<file path="src/hmf_pkg.sv">
// Shared types and constants for the height grid rectangle max-fill block.
`timescale 1ns / 1ps
`default_nettype none
package hmf_pkg;

  localparam int COL_W    = 6;
  localparam int ROW_W    = 6;
  localparam int DIM_W    = 7;
  localparam int HEIGHT_W = 15;
  localparam int IN_H_W   = 16;
  localparam int ADDR_W   = COL_W + ROW_W;
  localparam int CELLS    = 1 << ADDR_W;
  localparam int STATUS_W = 2;

  localparam int REG_ADDR_W = 3;
  localparam int DATA_W     = 32;

  localparam logic [DIM_W-1:0] MAX_WIDTH  = DIM_W'(64);
  localparam logic [DIM_W-1:0] MAX_DEPTH  = DIM_W'(64);
  localparam logic [DIM_W-1:0] GRID_RESET = DIM_W'(10);

  localparam logic REG_GRID_WIDTH = 1'b0;
  localparam logic REG_GRID_DEPTH = 1'b1;

  localparam logic FUNC_ADD  = 1'b0;
  localparam logic FUNC_READ = 1'b1;

  localparam logic [STATUS_W-1:0] ST_DONE   = 2'd0;
  localparam logic [STATUS_W-1:0] ST_REJECT = 2'd1;
  localparam logic [STATUS_W-1:0] ST_READ   = 2'd2;

  localparam int FIFO_DEPTH = 2;
  localparam int FIFO_PTR_W = 1;
  localparam int FIFO_CNT_W = 2;

  typedef enum logic [1:0] {
    CMD_REJECT,
    CMD_DONE,
    CMD_READ,
    CMD_ADD
  } cmd_kind_t;

  typedef struct packed {
    cmd_kind_t             kind;
    logic [COL_W-1:0]      x;
    logic [ROW_W-1:0]      z;
    logic [COL_W-1:0]      x_last;
    logic [ROW_W-1:0]      z_last;
    logic [HEIGHT_W-1:0]   height;
  } cmd_t;

  typedef struct packed {
    logic full;
    logic empty;
  } fifo_stat_t;

  typedef enum logic [2:0] {
    BK_CLEAR,
    BK_IDLE,
    BK_RD_WAIT,
    BK_WALK,
    BK_DRAIN
  } back_state_t;

endpackage
`default_nettype wire

</file>
<file path="src/hmf_front.sv">
// Front end: accepts items, checks bounds and turns each into a command.
`timescale 1ns / 1ps
`default_nettype none
module hmf_front (
  input  wire logic                         start,
  output logic                              busy,
  input  wire logic                         in_func,
  input  wire logic [hmf_pkg::COL_W-1:0]    in_x,
  input  wire logic [hmf_pkg::ROW_W-1:0]    in_z,
  input  wire logic [hmf_pkg::DIM_W-1:0]    in_x_size,
  input  wire logic [hmf_pkg::DIM_W-1:0]    in_z_size,
  input  wire logic signed [hmf_pkg::IN_H_W-1:0] in_height,
  input  wire logic [hmf_pkg::DIM_W-1:0]    grid_width,
  input  wire logic [hmf_pkg::DIM_W-1:0]    grid_depth,
  input  wire hmf_pkg::fifo_stat_t          fifo_stat,
  input  wire logic                         clearing,
  output logic                              push,
  output hmf_pkg::cmd_t                     cmd
);
  import hmf_pkg::*;

  logic [DIM_W-1:0] eff_w;
  logic [DIM_W-1:0] eff_d;
  logic [DIM_W:0]   x_end;
  logic [DIM_W:0]   z_end;
  logic             add_ok;
  logic             read_ok;
  logic             empty_rect;

  always_comb begin
    eff_w      = (grid_width > MAX_WIDTH) ? MAX_WIDTH : grid_width;
    eff_d      = (grid_depth > MAX_DEPTH) ? MAX_DEPTH : grid_depth;
    x_end      = {2'b00, in_x} + {1'b0, in_x_size};
    z_end      = {2'b00, in_z} + {1'b0, in_z_size};
    add_ok     = !in_height[IN_H_W-1] && (x_end <= {1'b0, eff_w})
                 && (z_end <= {1'b0, eff_d});
    read_ok    = ({1'b0, in_x} < eff_w) && ({1'b0, in_z} < eff_d);
    empty_rect = (in_x_size == '0) || (in_z_size == '0);

    busy = fifo_stat.full || clearing;
    push = start && !busy;

    cmd.x      = in_x;
    cmd.z      = in_z;
    // Last covered column/row; only meaningful for a non-empty add in bounds.
    cmd.x_last = COL_W'(x_end - 1'b1);
    cmd.z_last = ROW_W'(z_end - 1'b1);
    cmd.height = in_height[HEIGHT_W-1:0];

    unique case (in_func)
      FUNC_READ: cmd.kind = read_ok ? CMD_READ : CMD_REJECT;
      default: begin
        if (!add_ok) begin
          cmd.kind = CMD_REJECT;
        end else if (empty_rect) begin
          cmd.kind = CMD_DONE;
        end else begin
          cmd.kind = CMD_ADD;
        end
      end
    endcase
  end

endmodule
`default_nettype wire

</file>
<file path="config.mk">
export PLATFORM = sky130hd
export DESIGN_NAME = hmf_front
export DESIGN_NICKNAME = d
export VERILOG_FILES = /design/src/hmf_pkg.sv /design/src/hmf_front.sv
export SDC_FILE = /design/constraint.sdc
export NUM_CORES = 1
export LEC_CHECK = 0
export ABC_AREA = 1
export BUFFER_PORTS_ARGS = -buffer_cell sky130_fd_sc_hd__buf_2
export CELL_PAD_IN_SITES_DETAIL_PLACEMENT = 1
export CELL_PAD_IN_SITES_GLOBAL_PLACEMENT = 1
export CORE_UTILIZATION = 26
export DETAILED_ROUTE_END_ITERATION = 8
export GPL_TIMING_DRIVEN = 0
export MAX_ROUTING_LAYER = met4
export PLACE_DENSITY_LB_ADDON = 0.1
export SETUP_SLACK_MARGIN = 0.4
export SYNTH_ARGS = -nofsm -noshare
export SYNTH_HDL_FRONTEND = slang
export SYNTH_SLANG_ARGS = --single-unit
</file>
<file path="constraint.sdc">
create_clock -name vclk -period 2.1
set_input_delay 0.105 -clock vclk [all_inputs]
set_output_delay 0.105 -clock vclk [all_outputs]
set_load 0.05 [all_outputs]
</file>
; Word-level counts from Yosys, hierarchy flattened
; Index checks and enable logic that the tools add are counted.
[classes]
addsub = 4
mux = 6
magnitude_cmp = 6
reduce_logical = 10
[op_table]
columns = operator, n
row1 = $add A6 B7 Y8, 2
row2 = $le A8 B7 Y1, 2
row3 = $gt A7 B7 Y1 const B, 2
row4 = $logic_not A7 Y1, 2
row5 = $lt A6 B7 Y1, 2
row6 = $mux W7, 2
row7 = $sub A6 B1 Y6 const B, 2
row8 = $mux W2, 4
row9 = $logic_and A1 B1 Y1, 4
row10 = $logic_not A1 Y1, 2
row11 = $logic_or A1 B1 Y1, 2
[word_totals]
output_inout_bits = 43
input_bits = 61
regBits = 0

; Logic depth before layout (Yosys ltp)
[depth]
word_depth = 7
depth_mapped = 18

; Worst setup path before layout
; OpenSTA, ideal clock, no wires.
[synth_timing]
kind = input-to-output
startpoint = input in_z[0] in the netlist's numbering
endpoint = output cmd[39] in the netlist's numbering
t_required_ps = 1995
path_buffers = 0
stages = 17
path_slack_ps = -343
arrival_time_ps = 2338
cell_sequence = ha_1 inv_1 fa_1 o21ai_2 xor2_2 inv_1 ha_1 nand2_1 nor2_1 nand2_1 nand3_1 nand2_1 nand2_1 nand2_1 nand2_1 nor2_1 and2_1
[synth_lines]
columns = item, line
row1 = start: declaration, hmf_front.sv:9  ; input wire logic [hmf_pkg::ROW_W-1:0] in_z,
row2 = end: declaration, hmf_front.sv:18  ; output hmf_pkg::cmd_t cmd

==> impl_metrics.tcl <==
set metrics [dict create \
    final-seq-area_um2 0 \
    rows 28 \
    grt_max_degree 7 \
    cpMostUsedCell "nand2_1" \
    hold_class "in2out" \
    slowest_delay_ns 0.36 \
    start_util 0.271 \
    met1_usage 0.247 \
    crit_arrival_ns 2.37 \
    multiInputGateArea_mm2 0.00166 \
    first_global_vias 1949 \
    yosys.area_share.simple 0.285 \
    synth_top_family_by_area "adder cells" \
    grt_busiest_layer "met2" \
    hold_path_startpoint "in_height[10]" \
    p_per_area_mw_per_mm2 486 \
    fin_crit_sh 1.18 \
    nClkBuffers 0 \
    synth_top_area_cell "ha_1" \
    synth_compound_area_frac 0.0893 \
    num_io_pins 104 \
    max_cap_viol_count 0 \
    synth_cell_types 30 \
    antenna_found_initial 0 \
    min_to "cmd[10]" \
    p_leak_uw 0.00155 \
    final.min_clock_period_ns 2.48 \
    fill_cells 762 \
    use_met3 0.00225 \
    ir_drop_uv 325 \
    drt_iter0_drc 18 \
    gr-usage-all-layers 0.177 \
    synthAdderAreaFrac 0.320 \
    synth_area_leaders "ha_1 (30%), nand2_1 (14%), buf_4 (13%)" \
    yosysSeqAreaShare 0 \
    tns_ns -1.38 \
    outcome "finished with violations" \
    grt_use_met2 0.293 \
    drc_errors 0 \
    yosys.area.top_type_share 0.295 \
    dr.pass1.iters 4 \
    crit_start "in_z_size[0]" \
    drive_gt1_frac 0.546 \
    syn_nets 353 \
    muxShareOfSynthArea 0 \
    routabilityCongestion 0.768 \
    whs_ns 0.512 \
    worstMarginPinSlew_ns 0.410 \
    totalWireLength_um 5680 \
    wl_per_cell_um 12.8 \
    grt_pass1_wl_um 8850 \
    violations "setup timing" \
    dr_total_vias 2001 \
    core_mm2 0.00596 \
    setup_viol 6 \
    area_delta_synth_final_pct 80.4 \
    critPathKind "in2out" \
    netlist_instances 252 \
    place.port_buffers 88 \
    cp-start-kind "primary input" \
    diodes 0 \
    rsz0062_at_grt "true" \
    critical_path_peak_fanout 2 \
    worst_setup_path_end_kind "output port" \
    syn_avg_cell_area_um2 6.40 \
    seq_cells 0 \
    die_width_um 80.7 \
    final_nets 471 \
    hold_viol_final 0 \
    ys_warn_count 0 \
    overflow 0 \
    hpwl_um 4540 \
    timing.final.max_slew_violations 0 \
    crit_required_ns 2.00 \
    syn_area_mm2 0.00161 \
    finalInstanceArea_mm2 0.00291 \
    hold_depth 2 \
    slew_headroom 0.724 \
    ant_nets 0 \
    fmax_ghz 0.404 \
    crit_chain "buf_8 > ha_4 > inv_2 > fa_2 > o21ai_4 > xor2_2 > inv_1 > ha_1 > nand2_2 > inv_2 > nand2_1 > nand3_1 > nand2_1 > nand2_1 > nand2_1 > nand2_1 > nor2_2 > nand3_2 > nand2_4 > buf_8" \
    placed_area_mm2 0.00224 \
    die_h_um 80.7 \
    fin_ws_ns -0.377 \
    vias_per_cell 4.52 \
    slowest_stage "fa_2" \
    synth-xor-area-share 0.0963 \
    die-area_mm2 0.00652 \
]
==> cell type report <==
type / count / share of cell area
well taps: 75 / 0.0323
repair buffers: 116 / 0.280
inverters: 36 / 0.0465
plain buffers: 27 / 0.0697
multi-input cells: 189 / 0.572
==> worst max-delay path by stage <==
stage	endpoint	slack (ns)	cells after the start
floorplan	cmd[40]	-0.13	18
global placement	cmd[40]	-0.74	15
detailed placement	cmd[40]	-0.80	15
CTS	cmd[40]	-0.39	20
global route	cmd[40]	-0.54	20
finish	cmd[40]	-0.38	20
==> stage by stage <==
stage	util	std cells	power, uW	setup WS [ns]
3_5_place_dp	0.376	415	1040	-0.798
6_report	0.488	443	1410	-0.377
2_1_floorplan	-	252	797	-0.127
3_3_place_gp	0.376	415	1020	-0.738
5_1_grt	0.488	443	1520	-0.540
4_1_cts	0.454	435	1280	-0.390
==> power by group <==
| part | total [uW] | switching (uW) | internal, uW |
|---|---|---|---|
| clock network | 0 | 0 | 0 |
| registers | 0 | 0 | 0 |
| logic | 1410 | 816 | 596 |
| total | 1410 | 816 | 596 |
==> layout by cell type, fill, tap and decap left out, types with 2 or more instances in the layout <==
cell type | synthesis | final
buf_2 | 0 | 73
nand2_1 | 60 | 50
buf_4 | 27 | 44
inv_1 | 35 | 31
ha_1 | 38 | 30
buf_6 | 0 | 18
nor2_1 | 18 | 16
a21oi_1 | 16 | 12
nand2_2 | 1 | 9
nand3_1 | 14 | 8
ha_4 | 0 | 8
nand3_2 | 1 | 6
buf_8 | 0 | 6
inv_2 | 1 | 5
xor2_2 | 1 | 4
xnor2_4 | 0 | 4
a21oi_2 | 0 | 3
xnor2_2 | 1 | 3
xnor2_1 | 9 | 3
nor3_1 | 4 | 3
o21ai_0 | 4 | 3
nand2_4 | 0 | 2
xor2_4 | 0 | 2
nor3_4 | 0 | 2
nor2_2 | 0 | 2
nor4_1 | 2 | 2
fa_2 | 0 | 2
==> critical path, delay by kind of cell <==
kind | cells | cell delay, ns
AO/OA/AOI/OAI | 1 | 0.19
XOR/XNOR | 1 | 0.18
buffers and inverters | 5 | 0.35
adder cells (fa/ha/maj) | 3 | 0.80
AND/OR/NAND/NOR | 10 | 0.74
==> metal layers <==
metal,up-vias,part of all wire
met5,-,0
met4,0,0.0049
met3,2,0.043
met2,66,0.48
met1,909,0.47
li1,1024,-
==> kinds of logic (layout without fill, tap and decap cells) <==
family,Yosys count,after routing
and+or+nand+nor,107,107
buffers and inverters,63,179
adders and majority gates,40,40
AOI/OAI and AO/OA,26,26
xor gates and xnor gates,16,16
==> synth_stat cells <==
master,number
nand2_1,60
ha_1,38
inv_1,35
buf_4,27
nor2_1,18
a21oi_1,16
nand3_1,14
xnor2_1,9
xor2_1,5
nor3_1,4
o21ai_0,4
a31oi_1,2
fa_1,2
nor4_1,2
a21boi_0,1
a21o_1,1
a22oi_1,1
and2_1,1
and3_1,1
inv_2,1
nand2_2,1
nand3_2,1
nand4_1,1
nor3_2,1
o21ai_2,1
or2_0,1
or2_1,1
or2_2,1
xnor2_2,1
xor2_2,1
==> repair_timing <==
action                                  4_1_cts  5_1_grt
setup buffers                                20        8
hold buffers                                  0        0
pin swaps                                    34       12
endpoints found under the setup margin       11       11
resized for setup                            74       26
endpoints found under the hold margin         0        0
Power figures use the tool's default switching activity.
