**src/hmf_pkg.sv**
```systemverilog
// Shared types and constants for the height grid rectangle max-fill block.
`timescale 1ns / 1ps
`default_nettype none
package hmf_pkg;

  localparam int COL_W    = 6;
  localparam int ROW_W    = 6;
  localparam int DIM_W    = 7;
  localparam int HEIGHT_W = 15;
  localparam int IN_H_W   = 16;
  localparam int ADDR_W   = COL_W + ROW_W;
  localparam int CELLS    = 1 << ADDR_W;
  localparam int STATUS_W = 2;

  localparam int REG_ADDR_W = 3;
  localparam int DATA_W     = 32;

  localparam logic [DIM_W-1:0] MAX_WIDTH  = DIM_W'(64);
  localparam logic [DIM_W-1:0] MAX_DEPTH  = DIM_W'(64);
  localparam logic [DIM_W-1:0] GRID_RESET = DIM_W'(10);

  localparam logic REG_GRID_WIDTH = 1'b0;
  localparam logic REG_GRID_DEPTH = 1'b1;

  localparam logic FUNC_ADD  = 1'b0;
  localparam logic FUNC_READ = 1'b1;

  localparam logic [STATUS_W-1:0] ST_DONE   = 2'd0;
  localparam logic [STATUS_W-1:0] ST_REJECT = 2'd1;
  localparam logic [STATUS_W-1:0] ST_READ   = 2'd2;

  localparam int FIFO_DEPTH = 2;
  localparam int FIFO_PTR_W = 1;
  localparam int FIFO_CNT_W = 2;

  typedef enum logic [1:0] {
    CMD_REJECT,
    CMD_DONE,
    CMD_READ,
    CMD_ADD
  } cmd_kind_t;

  typedef struct packed {
    cmd_kind_t             kind;
    logic [COL_W-1:0]      x;
    logic [ROW_W-1:0]      z;
    logic [COL_W-1:0]      x_last;
    logic [ROW_W-1:0]      z_last;
    logic [HEIGHT_W-1:0]   height;
  } cmd_t;

  typedef struct packed {
    logic full;
    logic empty;
  } fifo_stat_t;

  typedef enum logic [2:0] {
    BK_CLEAR,
    BK_IDLE,
    BK_RD_WAIT,
    BK_WALK,
    BK_DRAIN
  } back_state_t;

endpackage
`default_nettype wire

```
**src/hmf_fifo.sv**
```systemverilog
// Two-entry command queue between the front and back ends.
`timescale 1ns / 1ps
`default_nettype none
module hmf_fifo (
  input  wire logic                 clk,
  input  wire logic                 rst_n,
  input  wire logic                 push,
  input  wire hmf_pkg::cmd_t        push_cmd,
  input  wire logic                 pop,
  output hmf_pkg::cmd_t             head,
  output hmf_pkg::fifo_stat_t       stat
);
  import hmf_pkg::*;

  cmd_t                  slot_r [FIFO_DEPTH];
  logic [FIFO_PTR_W-1:0] wr_ptr_r;
  logic [FIFO_PTR_W-1:0] wr_ptr_nxt;
  logic [FIFO_PTR_W-1:0] rd_ptr_r;
  logic [FIFO_PTR_W-1:0] rd_ptr_nxt;
  logic [FIFO_CNT_W-1:0] count_r;
  logic [FIFO_CNT_W-1:0] count_nxt;
  logic                  do_push;
  logic                  do_pop;

  always_comb begin
    stat.full  = (count_r == FIFO_CNT_W'(FIFO_DEPTH));
    stat.empty = (count_r == '0);
    do_push    = push && !stat.full;
    do_pop     = pop && !stat.empty;
    head       = slot_r[rd_ptr_r];
    wr_ptr_nxt = do_push ? wr_ptr_r + 1'b1 : wr_ptr_r;
    rd_ptr_nxt = do_pop ? rd_ptr_r + 1'b1 : rd_ptr_r;
    count_nxt  = count_r + FIFO_CNT_W'(do_push) - FIFO_CNT_W'(do_pop);
  end

  always_ff @(posedge clk) begin
    if (!rst_n) begin
      wr_ptr_r <= '0;
      rd_ptr_r <= '0;
      count_r  <= '0;
    end else begin
      wr_ptr_r <= wr_ptr_nxt;
      rd_ptr_r <= rd_ptr_nxt;
      count_r  <= count_nxt;
    end
  end

  always_ff @(posedge clk) begin
    if (do_push) begin
      slot_r[wr_ptr_r] <= push_cmd;
    end
  end

endmodule
`default_nettype wire

```
**config.mk**
```make
export PLATFORM = sky130hd
export DESIGN_NAME = hmf_fifo
export DESIGN_NICKNAME = d
export VERILOG_FILES = /design/src/hmf_pkg.sv /design/src/hmf_fifo.sv
export SDC_FILE = /design/constraint.sdc
export NUM_CORES = 1
export LEC_CHECK = 0
export ABC_AREA = 1
export BUFFER_PORTS_ARGS = -buffer_cell sky130_fd_sc_hd__buf_2
export CORE_MARGIN = 2
export CORE_UTILIZATION = 50
export CTS_CLUSTER_DIAMETER = 50
export DETAILED_ROUTE_END_ITERATION = 8
export PLACE_DENSITY = 0.74
export SETUP_SLACK_MARGIN = 0.4
export SLEW_MARGIN = 10
export SYNTH_ARGS = -nofsm -noshare
export SYNTH_HDL_FRONTEND = slang
export SYNTH_SLANG_ARGS = --single-unit
```
**constraint.sdc**
```tcl
create_clock -name clk -period 3.5 [get_ports clk]
set_input_delay 0.35 -clock clk [delete_from_list [all_inputs] [get_ports clk]]
set_output_delay 0.35 -clock clk [all_outputs]
set_load 0.02 [all_outputs]
```
Word level (Yosys, flattened, before mapping). Memory sizes are Yosys's and may differ from the RTL's. A register that Yosys moved wholly into a read port is not among the register bits. Cells that the tools add are included.

Flip-flop bits (word level): 4. Output and inout port bits: 43. Memories: 1. RAM bits: 82.

Memories: slot_r (words 2, width 41, read ports 1, clocked after Yosys merged registers in 1, wr ports 1, line hmf_fifo.sv:15) `cmd_t slot_r [FIFO_DEPTH];`.

Equal/unequal tests: 1. Reductions and logical operators: 5. Muxes and demuxes: 4. Add/subtract/negate cells: 4.

Operators with widths (number): 1-bit two-way mux (4); 1-bit adder (second input constant) (2); 2-bit by 1-bit adder with 2-bit output (1); 2-bit equality test (second input constant) (1); 1-bit logical AND (2); 1-bit logical NOT (2); 2-bit logical NOT (1); 2-bit by 1-bit subtractor with 2-bit output (1).

Logic depth before layout (Yosys ltp). Gate-level depths: netlist (run 1).

Depth after elaboration: 5. Depth in mapped cells: 11.

Worst setup path before layout (run 1). No wires, ideal clock.

Path type: flip-flop to flip-flop. Start: register count_r[0]. End: memory slot_r[0][0] in the netlist's numbering (enable). Stages on the path, launching flop included: 5. Arrival time: 2286 ps. Setup slack: 775 ps. Path buffers: 0. Clock period less this slack: 2725 ps. Setup time: 439 ps. Cells stage by stage: dfxtp_1 -> inv_1 -> nand2_1 -> nand2_1 -> nor2_1.

Longest elaborated chain between the ends: 5.

Ends and longest elaborated chain: from (decl) (line hmf_fifo.sv:20) `logic [FIFO_CNT_W-1:0] count_r;`; from (signal assigned) (line hmf_fifo.sv:44) `count_r <= count_nxt;`; 2-bit equality test (line hmf_fifo.sv:26) `stat.full = (count_r == FIFO_CNT_W'(FIFO_DEPTH));`; 1-bit logical NOT (line hmf_fifo.sv:28) `do_push = push && !stat.full;`; 1-bit logical AND (line hmf_fifo.sv:28); 1-bit two-way mux (line hmf_fifo.sv:49) `if (do_push) begin`; 1-bit two-way mux (implied by the code) (line hmf_fifo.sv:50) `slot_r[wr_ptr_r] <= push_cmd;`; to (decl) (line hmf_fifo.sv:15).

No other way between the ends.

==> results of run 1 <==
[report_power, final]
| part | leakage, nW | total (mW) | switching, mW | internal [mW] |
|---|---|---|---|---|
| Clock | 0.0817 | 0.572 | 0.294 | 0.278 |
| Sequential | 0.808 | 1.37 | 0.0423 | 1.32 |
| Combinational | 0.753 | 0.906 | 0.510 | 0.396 |
[flip-flops by register name (all words and copies together), names as in the netlist, named ones only]
name,count
slot_r,82
count_r,2
rd_ptr_r,1
wr_ptr_r,1
[synthesized netlist by cell type]
| library cell | instances | area share, % |
|---|---|---|
| nor2_1 | 8 | 0.88 |
| dfxtp_1 | 5 | 2.9 |
| mux2_2 | 1 | 0.33 |
| nand2_1 | 9 | 0.99 |
| mux2_4 | 40 | 18 |
| buf_12 | 4 | 2.3 |
| a21oi_1 | 2 | 0.29 |
| buf_6 | 1 | 0.33 |
| ha_1 | 2 | 0.73 |
| nand3_1 | 3 | 0.44 |
| edfxtp_1 | 82 | 72 |
| inv_1 | 9 | 0.99 |
[critical path, cell delays in order (launching register included)]
cell and delay (ps):
dfxtp_2 310, buf_4 560, mux2_2 410, buf_2 160
[stage by stage]
step	setup WS [ps]	hold slack, ps	power [mW]	std cells	utilization, %
global placement	1570	485	2.30	331	58.2
floorplan	775	443	2.12	166	-
CTS	1290	181	2.89	347	60.6
global route	1220	172	2.99	347	60.6
finish	1330	196	2.84	347	60.6
detailed placement	1530	494	2.31	331	58.2
[worst paths after layout]
path	to	from	slack (ps)
worst min register to register	rd_ptr_r	rd_ptr_r	510
worst min-delay path	slot_r[1][39]	push_cmd[39]	200
worst max-delay path	head[27]	register	1330
worst max register to register	slot_r[1][26]	count_r[0]	1540
[final cells by class]
cell class,count,area [sq um],share of cell area (%)
clock buffers,15,156,3.86
clock inverters,1,5.00,0.124
well taps,80,100,2.47
repair buffers,90,458,11.3
multi-input cells,65,733,18.1
inverters,9,33.8,0.834
flip-flops and latches,87,2560,63.3
[layer usage]
layer | vias to the layer above | global-route usage (%)
met5 | - | 0
met4 | 0 | 6.82
met3 | 6 | 5.43
met2 | 50 | 23.9
met1 | 794 | 15.2
li1 | 813 | -
[logic make-up (layout without fill, tap and decap cells)]
kind of cell | Yosys count | in the layout
flops | 87 | 87
mux | 41 | 41
simple gates | 20 | 20
buf+inv | 14 | 115
fa+ha+maj | 2 | 2
compound gates | 2 | 2
==> reports/qor.yml, run 1 <==
synthesis:
  synth_fa_ha_area_share_pct: 0.733
  synth_seq_area_share_pct: 75.1
  avgSynthCellArea_sq_um: 20.6
  yosysWarnings: 0
  synth-seq-cells: 87
  synth_top_family_by_area: "multiplexers"
  syn_nets: 213
  synthSimpleGateAreaFrac_pct: 2.31
  synth_mux_area_share_pct: 17.9
  synth_cell_types: 12
  syn-instance-count: 166
  synth_compound_area_share_pct: 0.293
  synth-xor-area-share_pct: 0
  synth_area_sq_mm: 0.00341
timing:
  final_max_slew_viol_count: 0
  finalSetupViolCount: 0
  hold_violations: 0
  worst_slew_pin_slew_ps: 799
  finalCritPeriodShare_pct: 62.0
  finalSetupTns_ps: 0
  period_minus_slack_ps: 2170
  rsz0062_at_grt: "false"
  skew_ps: 7.17
  slew-limit-headroom_pct: 46.6
  fmax_ghz: 0.460
detailed_routing:
  drc: 0
  wl_per_cell_um: 14.4
  drt_iter0_drc: 91
  wl_met2_um: 2690
  vias: 1663
  antenna_left: 0
  viasPerCell: 4.79
  wl_met1_um: 1960
  wl_um: 5010
  top_layer_used: "met4"
  wl_met3_um: 312
  firstDrtPassIters: 4
cts:
  clockBufferDepth: 2
  cts_setup_buffers: 0
  root_buffer: "clkbuf_8"
  cts_tree: "built"
  cts-hold-fix-buffers: 0
  worstSkewPairLatency_ps: 340
  ctsResizeCount: 0
  cts_sinks: 87
  cts_buffers: 9
  path_clk_slew_ps: 70
  cts_max_level: 3
worst_setup_path:
  end_kind: "output pin"
  reg2reg_depth: 5
  worst-setup-path-type: "reg2out"
  path_max_fanout: 41
  critPathLaunchType: "register"
  cp.required_ps: 3150
  crit_arrival_ps: 1820
grt:
  grt_antenna_before_repair: 0
  grt_util_all_layers_pct: 14.0
  grt_max_degree: 42
  grt_pass1_wl_um: 7540
  grt_pass1_vias: 1621
  grt_overflow: 0
final_layout:
  final_common_cell: "buf_2"
  fill_cells: 507
  drive_gt1_share_pct: 53.9
  antennaDiodeCount: 0
  fin_nets: 309
  final_cell_mix: "87 x buf_2, 82 x edfxtp_1, 40 x mux2_4"
  design_area_sq_mm: 0.00405
  area_delta_synth_final_pct: 18.7
power_and_ir_drop:
  power_density_mw_per_mm2: 702
  p_leak_nw: 1.64
  ir_worst_vdd_mv: 0.435
floorplanning:
  die_y_um: 86.6
  die_x_um: 86.6
  row_count: 30
  initial_core_util_pct: 51.1
  core_sq_mm: 0.00668
  dieArea_sq_mm: 0.00750
  pin_count: 88
placed_design:
  numPortBuffers: 87
  globalplace.congestion: 0.699
  place_area_sq_mm: 0.00389
  dp_hpwl_um: 3550
min_path:
  holdPathStages: 1
  hp-class: "in2reg"
outcome:
  status: "complete, no violations"
flow_run:
  cap_violations: 0
(Power assumes the default switching activity.)
==> run 2: changes to the inputs <==
CORE_UTILIZATION = 47   (was 50)
PLACE_DENSITY = 0.73   (was 0.74)
clock period = 1.7 ns   (was 3.5 ns; I/O delays follow)
==> reports/qor.yml, run 2 (same netlist as run 1, synthesis figures left out) <==
outcome:
  status: "complete, no violations"
floorplanning:
  initial_core_util_pct: 47.8
  core_sq_mm: 0.00714
  pin_count: 88
  die_y_um: 89.2
  dieArea_sq_mm: 0.00796
  row_count: 31
  die_x_um: 89.2
timing:
  hold_ws_ps: 17.0
  finalCritPeriodShare_pct: 96.6
  worst_slew_pin_slew_ps: 232
  finalSetupTns_ps: 0
  skew_ps: 5.07
  period_minus_slack_ps: 1640
  final_max_slew_viol_count: 0
  hold_violations: 0
  rsz0062_at_grt: "true"
  finalSetupViolCount: 0
  slew-limit-headroom_pct: 84.5
  fmax_ghz: 0.609
min_path:
  hp-class: "in2reg"
  holdPathStages: 1
  hp-start: "push_cmd[14]"
  whs_endpoint: "slot_r[1][14]"
final_layout:
  seq_area_sq_mm: 0.00257
  multiInputGateArea_sq_um: 817
  fin_nets: 363
  area_delta_synth_final_pct: 45.2
  antennaDiodeCount: 0
  design_area_sq_mm: 0.00496
  fill_cells: 494
  regMostFlops: "slot_r"
  final_common_cell: "buf_2"
  drive_gt1_share_pct: 57.9
  final_cell_mix: "85 x buf_2, 82 x edfxtp_1, 40 x mux2_4"
  largest_reg_flops: 82
  reg_top3: "slot_r: 82 flops, count_r: 2 flops"
placed_design:
  globalplace.congestion: 0.684
  dp_hpwl_um: 3750
  place_area_sq_mm: 0.00397
  numPortBuffers: 87
flow_run:
  cap_violations: 0
detailed_routing:
  drt_iter0_drc: 105
  viasPerCell: 4.78
  wl_per_cell_um: 16.4
  drc: 0
  firstDrtPassIters: 4
  antenna_left: 0
  wl_um: 6900
  vias: 2008
grt:
  busiest_layer: "met2"
  grt_max_degree: 42
  grt_pass1_wl_um: 9270
  grt_util_all_layers_pct: 16.3
  grt_pass1_vias: 1988
  grt_antenna_before_repair: 0
  met2_usage_pct: 29.1
  use_met1_pct: 17.9
  met3_usage_pct: 3.32
  grt_overflow: 0
worst_setup_path:
  end_kind: "output pin"
  r2r_end: "slot_r[0][32]"
  crit_arrival_ps: 1470
  r2r_slack_ps: 270
  reg2reg_depth: 6
  path_max_fanout: 20
  critPathLaunchType: "register"
  worst-setup-path-type: "reg2out"
  r2r_start: "count_r[0]"
  cp.required_ps: 1530
cts:
  cts_sinks: 87
  cts_max_level: 3
  cts_tree: "built"
  path_clk_slew_ps: 80
  root_buffer: "clkbuf_8"
  cts_buffers: 9
  worstSkewPairLatency_ps: 350
  clockBufferDepth: 2
power_and_ir_drop:
  power_mw: 7.06
  power_density_mw_per_mm2: 1420
  ir_worst_vdd_mv: 1.16
  p_leak_nw: 1.99
[run 2: changes by cell type in the layout (fill, tap and decap cells not counted), sizes merged]
cell,delta
dlygate4sd3,+35
buf,+13
bufinv,+2
clkbuf,+2
clkinvlp,+2
clkinv,-1
inv,+1
[run 2: how the worst max path moves through the flow]
stage | startpoint | to | slack, ps | cells past startpoint
after floorplan | count_r[0] | slot_r[0][0] | 140 | 4
after global placement | count_r[0] | count_r[1] | 280 | 10
after detailed placement | count_r[0] | count_r[1] | 200 | 10
after CTS | register | head[37] | 40 | 3
after global routing | register | head[9] | 10 | 3
final | register | head[37] | 60 | 3
[run 2: final cells by class]
class                      instances  area share (%)
clock buffer                      11            2.65
clock inverter                     5            1.64
inverter                           9           0.808
multi-input combinational         65            16.5
sequential                        87            51.9
tap                               99            2.50
timing repair buffer             144            24.0
[run 2: repair_timing]
item,CTS,global route
gates resized for setup,22,14
setup buffers,4,4
endpoints found under the hold margin,65,1
pin swaps,8,5
cloned,2,8
setup endpoints to repair,65,89
hold buffers,34,1
[run 2: critical path, stage by stage, from the launching register on]
cell     delay [ps]
dfxtp_4         430
buf_16          210
mux2_4          310
buf_2           160
[run 2: metrics by stage]
step	setup WS (ps)	cells	util [%]
after global placement	284	351	55.6
after global routing	13.8	420	69.5
after CTS	41.4	407	65.7
after detailed placement	195	351	55.6
after floorplan	140	166	-
final	58.6	420	69.5
[run 2: per-layer routing]
layer | wire length (um) | share of wire [%] | vias to the layer above
li1 | - | - | 924
met1 | 2790 | 40 | 1011
met2 | 3710 | 54 | 61
met3 | 250 | 3.6 | 12
met4 | 154 | 2.2 | 0
met5 | 0 | 0 | -
[run 2: power breakdown]
part           switching [mW]  internal (mW)  total (mW)
registers               0.148           2.74        2.88
logic                    1.30           1.35        2.65
clock network           0.695          0.831        1.53
total                    2.14           4.92        7.06
